`src/rtl/assert_macros.svh`:
```
// Assertion macros for the RTL files; included by ttts_dp.sv.
`ifndef ASSERT_MACROS_SVH
`define ASSERT_MACROS_SVH

`ifndef NO_ASSERTIONS
// Property that must hold on every clock edge out of reset.
`define ASSERT_AT(lbl, clk, rst_n, prop) \
    lbl: assert property (@(posedge clk) disable iff (!rst_n) prop) \
        else $error("assertion failed");
// Condition that must never be seen on a clock edge out of reset.
`define ASSERT_NEVER(lbl, clk, rst_n, cond) \
    lbl: assert property (@(posedge clk) disable iff (!rst_n) !(cond)) \
        else $error("forbidden condition seen");
`else
`define ASSERT_AT(lbl, clk, rst_n, prop)
`define ASSERT_NEVER(lbl, clk, rst_n, cond)
`endif

`endif

```
`src/rtl/ttts_pkg.sv`:
```
// Types, constants and helpers shared by the timed task table scheduler.
`default_nettype none
package ttts_pkg;

    localparam int TIME_W   = 31;
    localparam int DELAY_W  = 24;
    localparam int STEP_W   = 16;
    localparam int TIDX_W   = 4;
    localparam int REP_W    = 5;

    localparam logic [TIME_W-1:0] TIME_MAX   = 31'h7FFF_FFFF;
    localparam logic [REP_W-1:0]  RESULT_CAP = 5'd16;
    localparam logic [STEP_W-1:0] STEP_RESET = 16'd100;

    localparam logic OP_ADD  = 1'b0;
    localparam logic OP_TICK = 1'b1;

    typedef struct packed {
        logic               op;
        logic [DELAY_W-1:0] delay_ticks;
        logic [DELAY_W-1:0] period_ticks;
        logic               periodic;
    } t_in_word;

    typedef struct packed {
        logic [TIDX_W-1:0] task_index;
        logic              fired;
        logic              accepted;
        logic [TIME_W-1:0] now_time;
        logic              last;
    } t_out_word;

    // controller -> datapath
    typedef struct packed {
        logic load;   // latch input word, reset scan state
        logic add;    // commit an add
        logic rd;     // read table entry at scan index
        logic step;   // evaluate entry, advance scan index
        logic fin;    // flush held report, advance time
    } t_cmd;

    // datapath -> controller
    typedef struct packed {
        logic in_op;
        logic out_free;
        logic scan_done;
        logic chk_stall;
        logic fin_stall;
    } t_sts;

    function automatic logic [TIME_W-1:0] sat_add(input logic [TIME_W-1:0] a,
                                                  input logic [DELAY_W-1:0] b);
        logic [TIME_W:0] s;
        s = {1'b0, a} + {{(TIME_W+1-DELAY_W){1'b0}}, b};
        return s[TIME_W] ? TIME_MAX : s[TIME_W-1:0];
    endfunction

endpackage
`default_nettype wire

```
`src/rtl/ttts_ctrl.sv`:
```
// Sequencer for add commits and the tick scan over the task table.
`default_nettype none
module ttts_ctrl
    import ttts_pkg::*;
(
    input  wire logic i_clk,
    input  wire logic i_rst_n,
    input  wire logic i_in_valid,
    output logic      o_in_ready,
    input  wire t_sts i_sts,
    output t_cmd      o_cmd
);

    typedef enum logic [4:0] {
        S_IDLE = 5'b00001,
        S_ADD  = 5'b00010,
        S_RD   = 5'b00100,
        S_CHK  = 5'b01000,
        S_FIN  = 5'b10000
    } t_state;

    t_state r_state, n_state;

    always_ff @(posedge i_clk) begin
        if (!i_rst_n) begin
            r_state <= S_IDLE;
        end else begin
            r_state <= n_state;
        end
    end

    always_comb begin
        n_state    = r_state;
        o_cmd      = '0;
        o_in_ready = 1'b0;
        case (r_state)
            S_IDLE: begin
                o_in_ready = 1'b1;
                if (i_in_valid) begin
                    o_cmd.load = 1'b1;
                    n_state    = (i_sts.in_op == OP_TICK) ? S_RD : S_ADD;
                end
            end
            S_ADD: begin
                if (i_sts.out_free) begin
                    o_cmd.add = 1'b1;
                    n_state   = S_IDLE;
                end
            end
            S_RD: begin
                if (i_sts.scan_done) begin
                    n_state = S_FIN;
                end else begin
                    o_cmd.rd = 1'b1;
                    n_state  = S_CHK;
                end
            end
            S_CHK: begin
                if (!i_sts.chk_stall) begin
                    o_cmd.step = 1'b1;
                    n_state    = S_RD;
                end
            end
            S_FIN: begin
                if (!i_sts.fin_stall) begin
                    o_cmd.fin = 1'b1;
                    n_state   = S_IDLE;
                end
            end
            default: begin
                n_state = S_IDLE;
            end
        endcase
    end

endmodule
`default_nettype wire

```
`src/rtl/ttts_dp.sv`:
```
// Task table storage, time counter, scan index and result registers.
`default_nettype none
`include "assert_macros.svh"
module ttts_dp
    import ttts_pkg::*;
#(
    parameter int TASK_SLOTS = 16
) (
    input  wire logic              i_clk,
    input  wire logic              i_rst_n,
    input  wire logic              i_cfg_wr_en,
    input  wire logic [STEP_W-1:0] i_cfg_wr_data,
    input  wire t_in_word          i_in_word,
    output t_out_word              o_out_word,
    output logic                   o_out_valid,
    input  wire logic              i_out_ready,
    input  wire t_cmd              i_cmd,
    output t_sts                   o_sts
);

    localparam int CW = $clog2(TASK_SLOTS + 1);
    localparam int IW = (TASK_SLOTS > 1) ? $clog2(TASK_SLOTS) : 1;
    localparam int EW = CW + TIDX_W;
    localparam logic [CW-1:0] SLOTS_C = CW'(TASK_SLOTS);

    // table memories: due time, and {periodic, period}
    logic [TIME_W-1:0]  mem_due [TASK_SLOTS];
    logic [DELAY_W:0]   mem_per [TASK_SLOTS];

    t_in_word           r_item;
    logic [TIME_W-1:0]  r_time, n_time;
    logic [STEP_W-1:0]  r_step;
    logic [CW-1:0]      r_count, n_count;
    logic [TASK_SLOTS-1:0] r_active, n_active;
    logic [CW-1:0]      r_idx, n_idx;
    logic [REP_W-1:0]   r_rep_cnt, n_rep_cnt;
    logic               r_hold_valid, n_hold_valid;
    t_out_word          r_hold, n_hold;
    logic               r_out_valid, n_out_valid;
    t_out_word          r_out, n_out;
    logic [TIME_W-1:0]  r_rd_due;
    logic [DELAY_W:0]   r_rd_per;

    logic               w_full, w_out_free, w_hit, w_report;
    logic [IW-1:0]      w_slot, w_add_slot;
    logic [EW-1:0]      w_idx_ext, w_cnt_ext;
    logic               w_due_we, w_per_we;
    logic [IW-1:0]      w_due_addr;
    logic [TIME_W-1:0]  w_due_wdata;

    assign w_full     = (r_count >= SLOTS_C);
    assign w_out_free = !r_out_valid || i_out_ready;
    assign w_slot     = r_idx[IW-1:0];
    assign w_add_slot = r_count[IW-1:0];
    assign w_idx_ext  = {{TIDX_W{1'b0}}, r_idx};
    assign w_cnt_ext  = {{TIDX_W{1'b0}}, r_count};
    assign w_hit      = r_active[w_slot] && (r_rd_due <= r_time);
    assign w_report   = w_hit && (r_rep_cnt < RESULT_CAP);

    assign o_sts.in_op     = i_in_word.op;
    assign o_sts.out_free  = w_out_free;
    assign o_sts.scan_done = (r_idx >= r_count);
    assign o_sts.chk_stall = w_report && r_hold_valid && !w_out_free;
    assign o_sts.fin_stall = r_hold_valid && !w_out_free;

    assign o_out_valid = r_out_valid;
    assign o_out_word  = r_out;

    // memory write port: add fills the next slot, scan reschedules periodic slots
    always_comb begin
        w_due_we    = 1'b0;
        w_per_we    = 1'b0;
        w_due_addr  = w_slot;
        w_due_wdata = sat_add(r_time, r_rd_per[DELAY_W-1:0]);
        if (i_cmd.add && !w_full) begin
            w_due_we    = 1'b1;
            w_per_we    = 1'b1;
            w_due_addr  = w_add_slot;
            w_due_wdata = sat_add(r_time, r_item.delay_ticks);
        end else if (i_cmd.step && w_hit && r_rd_per[DELAY_W]) begin
            w_due_we = 1'b1;
        end
    end

    always_ff @(posedge i_clk) begin
        if (w_due_we) begin
            mem_due[w_due_addr] <= w_due_wdata;
        end
        if (w_per_we) begin
            mem_per[w_add_slot] <= {r_item.periodic, r_item.period_ticks};
        end
        if (i_cmd.rd) begin
            r_rd_due <= mem_due[w_slot];
            r_rd_per <= mem_per[w_slot];
        end
    end

    always_comb begin
        n_time       = r_time;
        n_count      = r_count;
        n_active     = r_active;
        n_idx        = r_idx;
        n_rep_cnt    = r_rep_cnt;
        n_hold_valid = r_hold_valid;
        n_hold       = r_hold;
        n_out_valid  = r_out_valid && !i_out_ready;
        n_out        = r_out;

        if (i_cmd.load) begin
            n_idx        = '0;
            n_rep_cnt    = '0;
            n_hold_valid = 1'b0;
        end

        if (i_cmd.add) begin
            n_out_valid     = 1'b1;
            n_out.fired     = 1'b0;
            n_out.now_time  = r_time;
            n_out.last      = 1'b1;
            if (w_full) begin
                n_out.task_index = '0;
                n_out.accepted   = 1'b0;
            end else begin
                n_out.task_index     = w_cnt_ext[TIDX_W-1:0];
                n_out.accepted       = 1'b1;
                n_active[w_add_slot] = 1'b1;
                n_count              = r_count + 1'b1;
            end
        end

        if (i_cmd.step) begin
            n_idx = r_idx + 1'b1;
            if (w_hit && !r_rd_per[DELAY_W]) begin
                n_active[w_slot] = 1'b0;
            end
            // a new report pushes the held one out, which is then not the last
            if (w_report) begin
                if (r_hold_valid) begin
                    n_out_valid = 1'b1;
                    n_out       = r_hold;
                end
                n_hold_valid      = 1'b1;
                n_hold.task_index = w_idx_ext[TIDX_W-1:0];
                n_hold.fired      = 1'b1;
                n_hold.accepted   = 1'b0;
                n_hold.now_time   = r_time;
                n_hold.last       = 1'b0;
                n_rep_cnt         = r_rep_cnt + 1'b1;
            end
        end

        if (i_cmd.fin) begin
            if (r_hold_valid) begin
                n_out_valid = 1'b1;
                n_out       = r_hold;
                n_out.last  = 1'b1;
            end
            n_hold_valid = 1'b0;
            n_time       = sat_add(r_time, {{(DELAY_W-STEP_W){1'b0}}, r_step});
        end
    end

    always_ff @(posedge i_clk) begin
        if (!i_rst_n) begin
            r_time       <= '0;
            r_step       <= STEP_RESET;
            r_count      <= '0;
            r_active     <= '0;
            r_idx        <= '0;
            r_rep_cnt    <= '0;
            r_hold_valid <= 1'b0;
            r_out_valid  <= 1'b0;
        end else begin
            r_time       <= n_time;
            r_count      <= n_count;
            r_active     <= n_active;
            r_idx        <= n_idx;
            r_rep_cnt    <= n_rep_cnt;
            r_hold_valid <= n_hold_valid;
            r_out_valid  <= n_out_valid;
            if (i_cfg_wr_en) begin
                r_step <= i_cfg_wr_data;
            end
        end
    end

    always_ff @(posedge i_clk) begin
        if (i_cmd.load) begin
            r_item <= i_in_word;
        end
        r_hold <= n_hold;
        r_out  <= n_out;
    end

    `ASSERT_NEVER(a_count_max, i_clk, i_rst_n, r_count > SLOTS_C)
    `ASSERT_NEVER(a_rep_cap, i_clk, i_rst_n, r_rep_cnt > RESULT_CAP)
    `ASSERT_AT(a_fin_flush, i_clk, i_rst_n, i_cmd.fin |=> !r_hold_valid)
    `ASSERT_AT(a_add_last, i_clk, i_rst_n, (r_out_valid && !r_out.fired) |-> r_out.last)
    `ASSERT_AT(a_time_mono, i_clk, i_rst_n, 1'b1 |=> (r_time >= $past(r_time)))

endmodule
`default_nettype wire

```
`src/rtl/timed_task_table_scheduler.sv`:
```
// Top level of the timed task table scheduler: controller plus datapath.
//
//  channel   direction  handshake                   word
//  cfg       in         i_cfg_wr_en                 i_cfg_wr_data (tick_step)
//  in        in         i_in_valid / o_in_ready     i_in_word  (t_in_word)
//  out       out        o_out_valid / i_out_ready   o_out_word (t_out_word)
//
// Add: accept, then commit once the output register is free.
// Tick: accept, then for each filled slot a table memory read and a
// check/update step, then an end-of-scan state and the time update.
// Reset is synchronous: time, fill count, active flags clear, tick_step = 100.
// The scan holds on a due slot while a report waits and the output register
// is full; a new word is taken once the previous one is fully handled.
`default_nettype none
module timed_task_table_scheduler
    import ttts_pkg::*;
#(
    parameter int TASK_SLOTS = 16
) (
    input  wire logic              i_clk,
    input  wire logic              i_rst_n,
    input  wire logic              i_cfg_wr_en,
    input  wire logic [STEP_W-1:0] i_cfg_wr_data,
    input  wire logic              i_in_valid,
    output logic                   o_in_ready,
    input  wire t_in_word          i_in_word,
    output logic                   o_out_valid,
    input  wire logic              i_out_ready,
    output t_out_word              o_out_word
);

    t_cmd w_cmd;
    t_sts w_sts;

    ttts_ctrl u_ctrl (
        .i_clk      (i_clk),
        .i_rst_n    (i_rst_n),
        .i_in_valid (i_in_valid),
        .o_in_ready (o_in_ready),
        .i_sts      (w_sts),
        .o_cmd      (w_cmd)
    );

    ttts_dp #(
        .TASK_SLOTS (TASK_SLOTS)
    ) u_dp (
        .i_clk         (i_clk),
        .i_rst_n       (i_rst_n),
        .i_cfg_wr_en   (i_cfg_wr_en),
        .i_cfg_wr_data (i_cfg_wr_data),
        .i_in_word     (i_in_word),
        .o_out_word    (o_out_word),
        .o_out_valid   (o_out_valid),
        .i_out_ready   (i_out_ready),
        .i_cmd         (w_cmd),
        .o_sts         (w_sts)
    );

endmodule
`default_nettype wire

```
`config.mk`:
```
export PLATFORM = sky130hd
export DESIGN_NAME = timed_task_table_scheduler
export DESIGN_NICKNAME = d
export VERILOG_FILES = /design/src/rtl/ttts_pkg.sv /design/src/rtl/ttts_ctrl.sv /design/src/rtl/ttts_dp.sv /design/src/rtl/timed_task_table_scheduler.sv
export VERILOG_INCLUDE_DIRS = /design/src /design/src/rtl
export SDC_FILE = /design/constraint.sdc
export NUM_CORES = 1
export LEC_CHECK = 0
export ABC_AREA = 0
export BUFFER_PORTS_ARGS = -buffer_cell sky130_fd_sc_hd__buf_4
export CAP_MARGIN = 20
export CORE_MARGIN = 2
export CORE_UTILIZATION = 60
export DETAILED_ROUTE_END_ITERATION = 8
export HOLD_SLACK_MARGIN = 0.03
export PLACE_DENSITY = 0.74
export SLEW_MARGIN = 20
export SYNTH_ARGS = -nofsm -noshare
export SYNTH_HDL_FRONTEND = slang
export SYNTH_SLANG_ARGS = --single-unit
```
`constraint.sdc`:
```
create_clock -name i_clk -period 20.5 [get_ports i_clk]
set_clock_uncertainty 0.2 [all_clocks]
set_input_delay 5.125 -clock i_clk [delete_from_list [all_inputs] [get_ports i_clk]]
set_output_delay 5.125 -clock i_clk [all_outputs]
set_load 0.02 [all_outputs]
```
* After elaboration in Yosys (flattened, before gate mapping)
Memory sizes are Yosys's and may differ from the RTL's. A register that Yosys moved wholly into a read port is not among the register bits.
Cells that the tools add are included.
** Operators by class
- Add/sub/neg operators :: 6
- $lt $le $gt $ge :: 8
- Equality and inequality tests :: 9
- Muxes and demuxes :: 62
- Bitwise operators :: 5
- Reduce and logical (&&, ||, !) cells :: 23
** Operator list (count)
- 38-bit two-way mux :: 6
- 31-bit two-way mux :: 4
- 31-bit by 24-bit adder with 32-bit output :: 2
- 16-bit two-way mux :: 4
- 5-bit two-way mux :: 10
- 31-bit by 16-bit adder with 32-bit output :: 1
- 31-bit less-or-equal comparator :: 1
- 1-bit two-way mux :: 31
- 5-bit one-hot mux with 5 select lines :: 1
- 16-bit bitwise AND :: 1
- 16-bit inverter :: 1
- 16-bit bitwise OR :: 1
- 5-bit by 1-bit adder with 5-bit output, second input constant :: 3
- 1-bit logical AND :: 12
- 4-bit by 5-bit less-than comparator with 1-bit output, second input constant :: 2
- 1-bit demux with 4-bit select :: 2
- 4-bit by 1-bit >= comparator with 1-bit output, second input constant :: 2
- 4-bit two-way mux :: 2
- 2-bit != test, second input constant :: 3
- 5-bit by 1-bit equality test with 1-bit output, second input constant :: 1
- 5-bit by 2-bit equality test with 1-bit output, second input constant :: 1
- 5-bit by 3-bit equality test with 1-bit output, second input constant :: 1
- 5-bit by 4-bit equality test with 1-bit output, second input constant :: 1
- 5-bit equality test, second input constant :: 1
- 13 further kinds :: 19
** Storage, ports and cells
- Bits in registers :: 207
- Bits in writable memories :: 896
- Bits of input ports :: 71
- Output and inout port bits :: 40
- Logic and storage cells :: 134
- Memories :: 2
** Memories
- u_dp.mem_due :: depth 16, bits a word 31, read ports 1, clocked after memory_dff 1, write ports 1, line ttts_dp.sv:27 : logic [TIME_W-1:0] mem_due [TASK_SLOTS];
- u_dp.mem_per :: depth 16, bits a word 25, read ports 1, clocked after memory_dff 1, write ports 1, line ttts_dp.sv:28 : logic [DELAY_W:0] mem_per [TASK_SLOTS];

* Logic depth before layout (Yosys ltp)
- Word-level depth :: 14
- Gate-level depth with buffers :: 15
- Depth with buffers taken out :: 12

* Hierarchy
A second synthesis with hierarchy kept.
** Unflattened totals
- Cell total of the unflattened synthesis :: 2587
- Area, all modules :: 47398.0 sq um
** By module, submodules not included
- ttts_dp :: instances 1, cells an instance 2546, area each 47010.1 sq um, sequential area each 33472.1 sq um
- ttts_ctrl :: instances 1, cells an instance 41, area each 387.9 sq um, sequential area each 100.1 sq um

* Worst setup path after synthesis
No wires, ideal clock.
- Path kind :: input-to-reg
- Start :: input port i_out_ready
- End :: register u_dp.r_hold[10] (netlist bit) (enable)
- Library setup time :: 527 ps
- Arrival time :: 9027 ps
- Data required time :: 19773 ps
- Setup slack :: 10746 ps
- Stages on the path :: 2
- Buffers on the path :: 0
- Cell sequence :: nand3b_1 -> nor4b_1
** Between the ends
- Longest elaborated chain between the ends :: 6
** Ends and longest elaborated chain
- start, declared :: line timed_task_table_scheduler.sv:28 : input wire logic i_out_ready,
- 1-bit logical OR :: line ttts_dp.sv:52 : assign w_out_free = !r_out_valid || i_out_ready;
- 1-bit zero test :: line ttts_dp.sv:63 : assign o_sts.chk_stall = w_report && r_hold_valid && !w_out_free;
- 1-bit logical AND :: line ttts_dp.sv:63
- 1-bit two-way mux :: line ttts_ctrl.sv:59 : if (!i_sts.chk_stall) begin
- 1-bit two-way mux :: line ttts_ctrl.sv:36 : case (r_state)
- 2-bit AND reduction (no line)
- end signal, assigned :: line ttts_dp.sv:191 : r_hold <= n_hold;
- end, declared :: line ttts_dp.sv:38 : t_out_word r_hold, n_hold;
No other way between the ends.
A chain may end at the register's enable or synchronous reset.

* Worst setup path after layout
- Start :: input port i_out_ready
- End :: memory u_dp.mem_due[4][17] (enable)
** Between the ends
- Longest elaborated chain between the ends :: 11
- Elaborated cells between the ends (all ways) :: 15
- Those cells by class :: mux (9); reduce/logical (6)
** Ends and longest elaborated chain
- 1-bit logical OR (*) :: line ttts_dp.sv:52
- 1-bit zero test :: line ttts_dp.sv:63
- 1-bit logical AND :: line ttts_dp.sv:63
- 1-bit two-way mux :: line ttts_ctrl.sv:59
- 1-bit two-way mux :: line ttts_ctrl.sv:36
- 1-bit logical AND (2 in a row) :: line ttts_dp.sv:80 : end else if (i_cmd.step && w_hit && r_rd_per[DELAY_W]) begin
- 1-bit two-way mux :: line ttts_dp.sv:80
- 1-bit two-way mux :: line ttts_dp.sv:75 : if (i_cmd.add && !w_full) begin
- 1-bit two-way mux :: line ttts_dp.sv:86 : if (w_due_we) begin
- 1-bit two-way mux (implied by the code) :: line ttts_dp.sv:87 : mem_due[w_due_addr] <= w_due_wdata;
- end, declared :: line ttts_dp.sv:27
Every way passes the cells marked *; elsewhere a longest branch is shown, timed or not.

==> impl_metrics.csv <==
group,metric,value,unit
drt,drt-pass1-iter-count,9,
clocking,cts_resized,0,
sta,post-route-min-period,7.68,ns
drt,vias,26430,
pwr,netSwitchingFraction,0.222,
final_layout,final_cells,3965,
worst_setup_path,cp.depth,8,
placed_design,io_buffers,110,
sta,tightest_slew,1.30,ns
worst_setup_path,crit_type,"in2reg",
pwr,clockPowerShare,0.421,
synthesis,synth_top_cell_by_area,"edfxtp_1",
synthesis,syn_area_per_cell,18.0,sq um
worst_setup_path,cpPeakStageDelay,0.57,ns
worst_setup_path,slowest_stage,"nor2_4",
worst_setup_path,r2r-end,"u_dp.mem_due[6][1]",
drt,dr.first_iter.drc_count,3256,
final_layout,drive_gt1_frac,0.250,
clocking,root_buffer,"clkbuf_16",
final_layout,area_growth,13.8,%
flow_run,maxCapViolCount,0,
pwr,seq_power_share,0.522,
pwr,cellPowerDensity,97.5,nW/um^2
clocking,clock_latency,0.70,ns
floorplan,row_count,103,
sta,post-route-period-util,0.374,
clocking,cts-buffers-inserted,112,
floorplan,die_h,285,um
drt,final_antenna_net_count,0,
global_routing,grt_pass1_wl,178000,um
worst_setup_path,crit_path_end_kind,"flop",
worst_setup_path,critPathLaunch,"i_out_ready",
global_routing,grt_pass1_vias,26617,
final_layout,antenna_cells,0,
drt,vias_per_cell,6.67,
worst_setup_path,required,20.61,ns
synthesis,synth_nets,2819,
sta,finalHoldViolations,0,
synthesis,synth_top_area_frac,0.656,
worst_setup_path,path_cells,"buf_4 > nor2b_1 > nand3b_1 > buf_4 > nand2b_1 > a31oi_1 > nor2_4 > buf_4",
pwr,power_leakage,17.6,nW
worst_setup_path,r2r_cells,12,
placed_design,hpwl,71900,um
pwr,power.internal,4.09,mW
pwr,vdd_ir_drop_max,0.0000820,V
hold_path,hold_class,"reg2reg",
drt,drt_wl_total,122000,um
sta,setup_viol,0,
synthesis,ys_ff_latch,1159,
clocking,cts_tree,"yes",
clocking,clkSinkCount,1159,
sta,setup_tns,0,ns
placed_design,routabilityCongestion,0.988,
final_layout,nets,3002,
drt,drc,0,
global_routing,grt_antenna_before_repair,5,
placed_design,dp_cells,3739,
worst_setup_path,endpoint,"u_dp.mem_due[4][17]",
floorplan,dieArea,81300,sq um
worst_setup_path,arrival,7.79,ns
synthesis,netlist_instances,2636,
synthesis,ys_warn_count,0,
synthesis,ys_top_cells_by_area,"edfxtp_1, mux4_2, dfxtp_1",
synthesis,synth_edf_count,1036,
synthesis,syn-cell-area,47400,sq um
global_routing,grt_start_max_net_pins,111,
clocking,clkTransAtPathRegs,0.06,ns
sta,rsz0062_at_grt,"no",
worst_setup_path,rrSetupSlack,14.30,ns
sta,whs,0.247,ns
synthesis,ys_dominant_reg_cell,"edfxtp_1",
worst_setup_path,cp_max_fo,21,
floorplan,floorplan.initialDensity,0.603,
final_layout,nFillCells,4883,
worst_setup_path,critPathMostFrequentCell,"buf_4",
clocking,postCtsSetupBuffers,0,
synthesis,async_reset_ff_frac,0,
global_routing,grt_util_all_layers,0.303,
clocking,cts_buffer_depth,3,
sta,maxSlewViolCount,0,
run_status,status,"completed",
floorplan,pin_count,111,
worst_setup_path,critPathBufInv,3,
global_routing,grt-ovfl-total,0,
pwr,comb_power_share,0.057,
synthesis,seq_area_frac_synth,0.708,
floorplan,core_area,78600,sq um
worst_setup_path,cp_top_family,"simple AND/OR/NAND/NOR gates",
clocking,cts_hold_buf,0,
pwr,p_sw,1.17,mW
sta,fmax,130,MHz
clocking,htree_levels,3,
sta,relSlewSlack,0.124,
synthesis,post_synth_num_cell_types,81,
floorplan,dieWidth,285,um
drt,wl_per_cell,30.8,um
worst_setup_path,worst_setup_path_start_kind,"primary input",
worst_setup_path,r2r_start,"u_dp.r_time[24]",
## logic make-up (layout without fill, tap and decap cells)
group | count (synthesis) | after routing | synth area share
AOI/OAI and AO/OA | 419 | 419 | 0.0561
muxes | 303 | 303 | 0.139
DFF | 1159 | 1159 | 0.708
adders and majority gates | 112 | 112 | 0.0300
xor gates and xnor gates | 60 | 60 | 0.0111
buffers and inverters | 174 | 453 | 0.0144
and+or+nand+nor | 409 | 409 | 0.0412
## routing by layer
metal | routed length [um] | part of all wire | track usage | up-vias
met1 | 45200 | 0.37 | 0.404 | 13572
met5 | 25 | 0.00020 | 0 | -
met4 | 5530 | 0.045 | 0.131 | 4
met3 | 10500 | 0.086 | 0.0493 | 287
li1 | - | - | - | 11022
met2 | 60800 | 0.50 | 0.501 | 1545
## layout make-up
class,count,area (sq um),area share
inverter,58,218,0.00404
clock buffer,137,2980,0.0552
timing repair buffer,185,1400,0.0260
sequential,1159,33600,0.623
tap,1050,1310,0.0244
multi-input combinational,1303,13400,0.249
clock inverter,73,1040,0.0192
## synthesized netlist by cell type, types with 15 or more instances
cell type,count
a21o_1,38
a21oi_1,160
a22oi_1,19
a31oi_1,15
buf_1,20
clkbuf_1,80
dfxtp_1,123
edfxtp_1,1036
ha_1,109
inv_1,58
mux2i_1,17
mux4_2,285
nand2_1,68
nand2b_1,17
nand3_1,27
nand4_1,17
nor2_1,169
nor2b_1,18
nor3_1,36
o21a_1,17
o21ai_0,75
xnor2_1,28
xor2_1,32
## power groups by stage
stage | logic [mW] | registers (mW) | clock network [mW]
4_1_cts | 0.296 | 2.74 | 2.24
5_1_grt | 0.317 | 2.75 | 2.32
3_3_place_gp | 0.284 | 2.79 | 0
2_1_floorplan | 0.184 | 2.76 | 0
6_report | 0.299 | 2.75 | 2.21
3_5_place_dp | 0.291 | 2.79 | 0
## cells in the final DEF, fill, tap and decap left out, types with 9 or more instances in the layout
| cell type | instances |
|---|---|
| nor2_2 | 11 |
| nand2b_1 | 17 |
| nor2_4 | 18 |
| nand4_1 | 17 |
| mux2i_1 | 17 |
| a31oi_1 | 14 |
| nand3_1 | 27 |
| a21o_1 | 38 |
| and3_1 | 11 |
| clkinvlp_4 | 9 |
| mux4_2 | 285 |
| nor2b_1 | 17 |
| nand2_1 | 68 |
| clkinv_1 | 11 |
| clkinv_2 | 20 |
| clkbuf_16 | 114 |
| nor3_1 | 32 |
| o21ai_0 | 75 |
| a21oi_2 | 13 |
| clkbuf_4 | 12 |
| ha_1 | 109 |
| buf_4 | 166 |
| inv_1 | 57 |
| a21oi_1 | 157 |
| dfxtp_1 | 119 |
| edfxtp_1 | 1036 |
| nor2_1 | 141 |
| clkbuf_1 | 19 |
| o21a_1 | 17 |
| xor2_1 | 32 |
| xnor2_1 | 28 |
| a22oi_1 | 18 |
| bufinv_16 | 21 |
## flip-flops by register name, summed over array words and instances, names as in the netlist
| name | cells |
|---|---|
| u_dp.o_out_word | 38 |
| u_dp.r_hold_valid | 1 |
| u_dp.r_rd_per | 25 |
| u_dp.r_item | 49 |
| u_dp.r_active | 16 |
| u_dp.r_count | 5 |
| u_dp.r_time | 31 |
| u_dp.mem_per | 400 |
| u_dp.r_hold | 35 |
| u_ctrl.r_state | 5 |
| u_dp.r_rep_cnt | 5 |
| u_dp.o_out_valid | 1 |
| u_dp.mem_due | 496 |
| u_dp.r_idx | 5 |
| u_dp.r_step | 16 |
| u_dp.r_rd_due | 31 |
## per-stage QoR
| stage | utilization | instance area (sq um) | worst slack [ns] | power, mW |
|---|---|---|---|---|
| floorplan | - | 47400 | 10.75 | 2.94 |
| global placement | 0.633 | 49800 | 12.15 | 3.07 |
| detailed placement | 0.633 | 49800 | 12.17 | 3.08 |
| CTS | 0.684 | 53800 | 12.88 | 5.28 |
| global route | 0.686 | 53900 | 12.69 | 5.39 |
| finish | 0.686 | 53900 | 12.83 | 5.26 |
## worst min-delay path, stage by stage, from the launching register on
cell and delay [ns]:
dfxtp_1 0.31, nand2_1 0.05, nand2_1 0.04
## worst min path at each step
stage                     slack (ns)             endpoint  cells after the start                 from
after floorplan                 0.20      u_dp.r_hold[27]                      0      u_dp.r_time[26]
after global placement          0.23  u_dp.o_out_word[33]                      2  u_dp.o_out_word[33]
after detailed placement        0.25  u_dp.o_out_word[33]                      2  u_dp.o_out_word[33]
after CTS                       0.25  u_dp.o_out_word[35]                      2      u_dp.r_hold[35]
after global routing            0.25  u_dp.o_out_word[35]                      2      u_dp.r_hold[35]
final                           0.25  u_dp.o_out_word[33]                      2  u_dp.o_out_word[33]
Note: power is estimated with default switching activity, not from simulation.
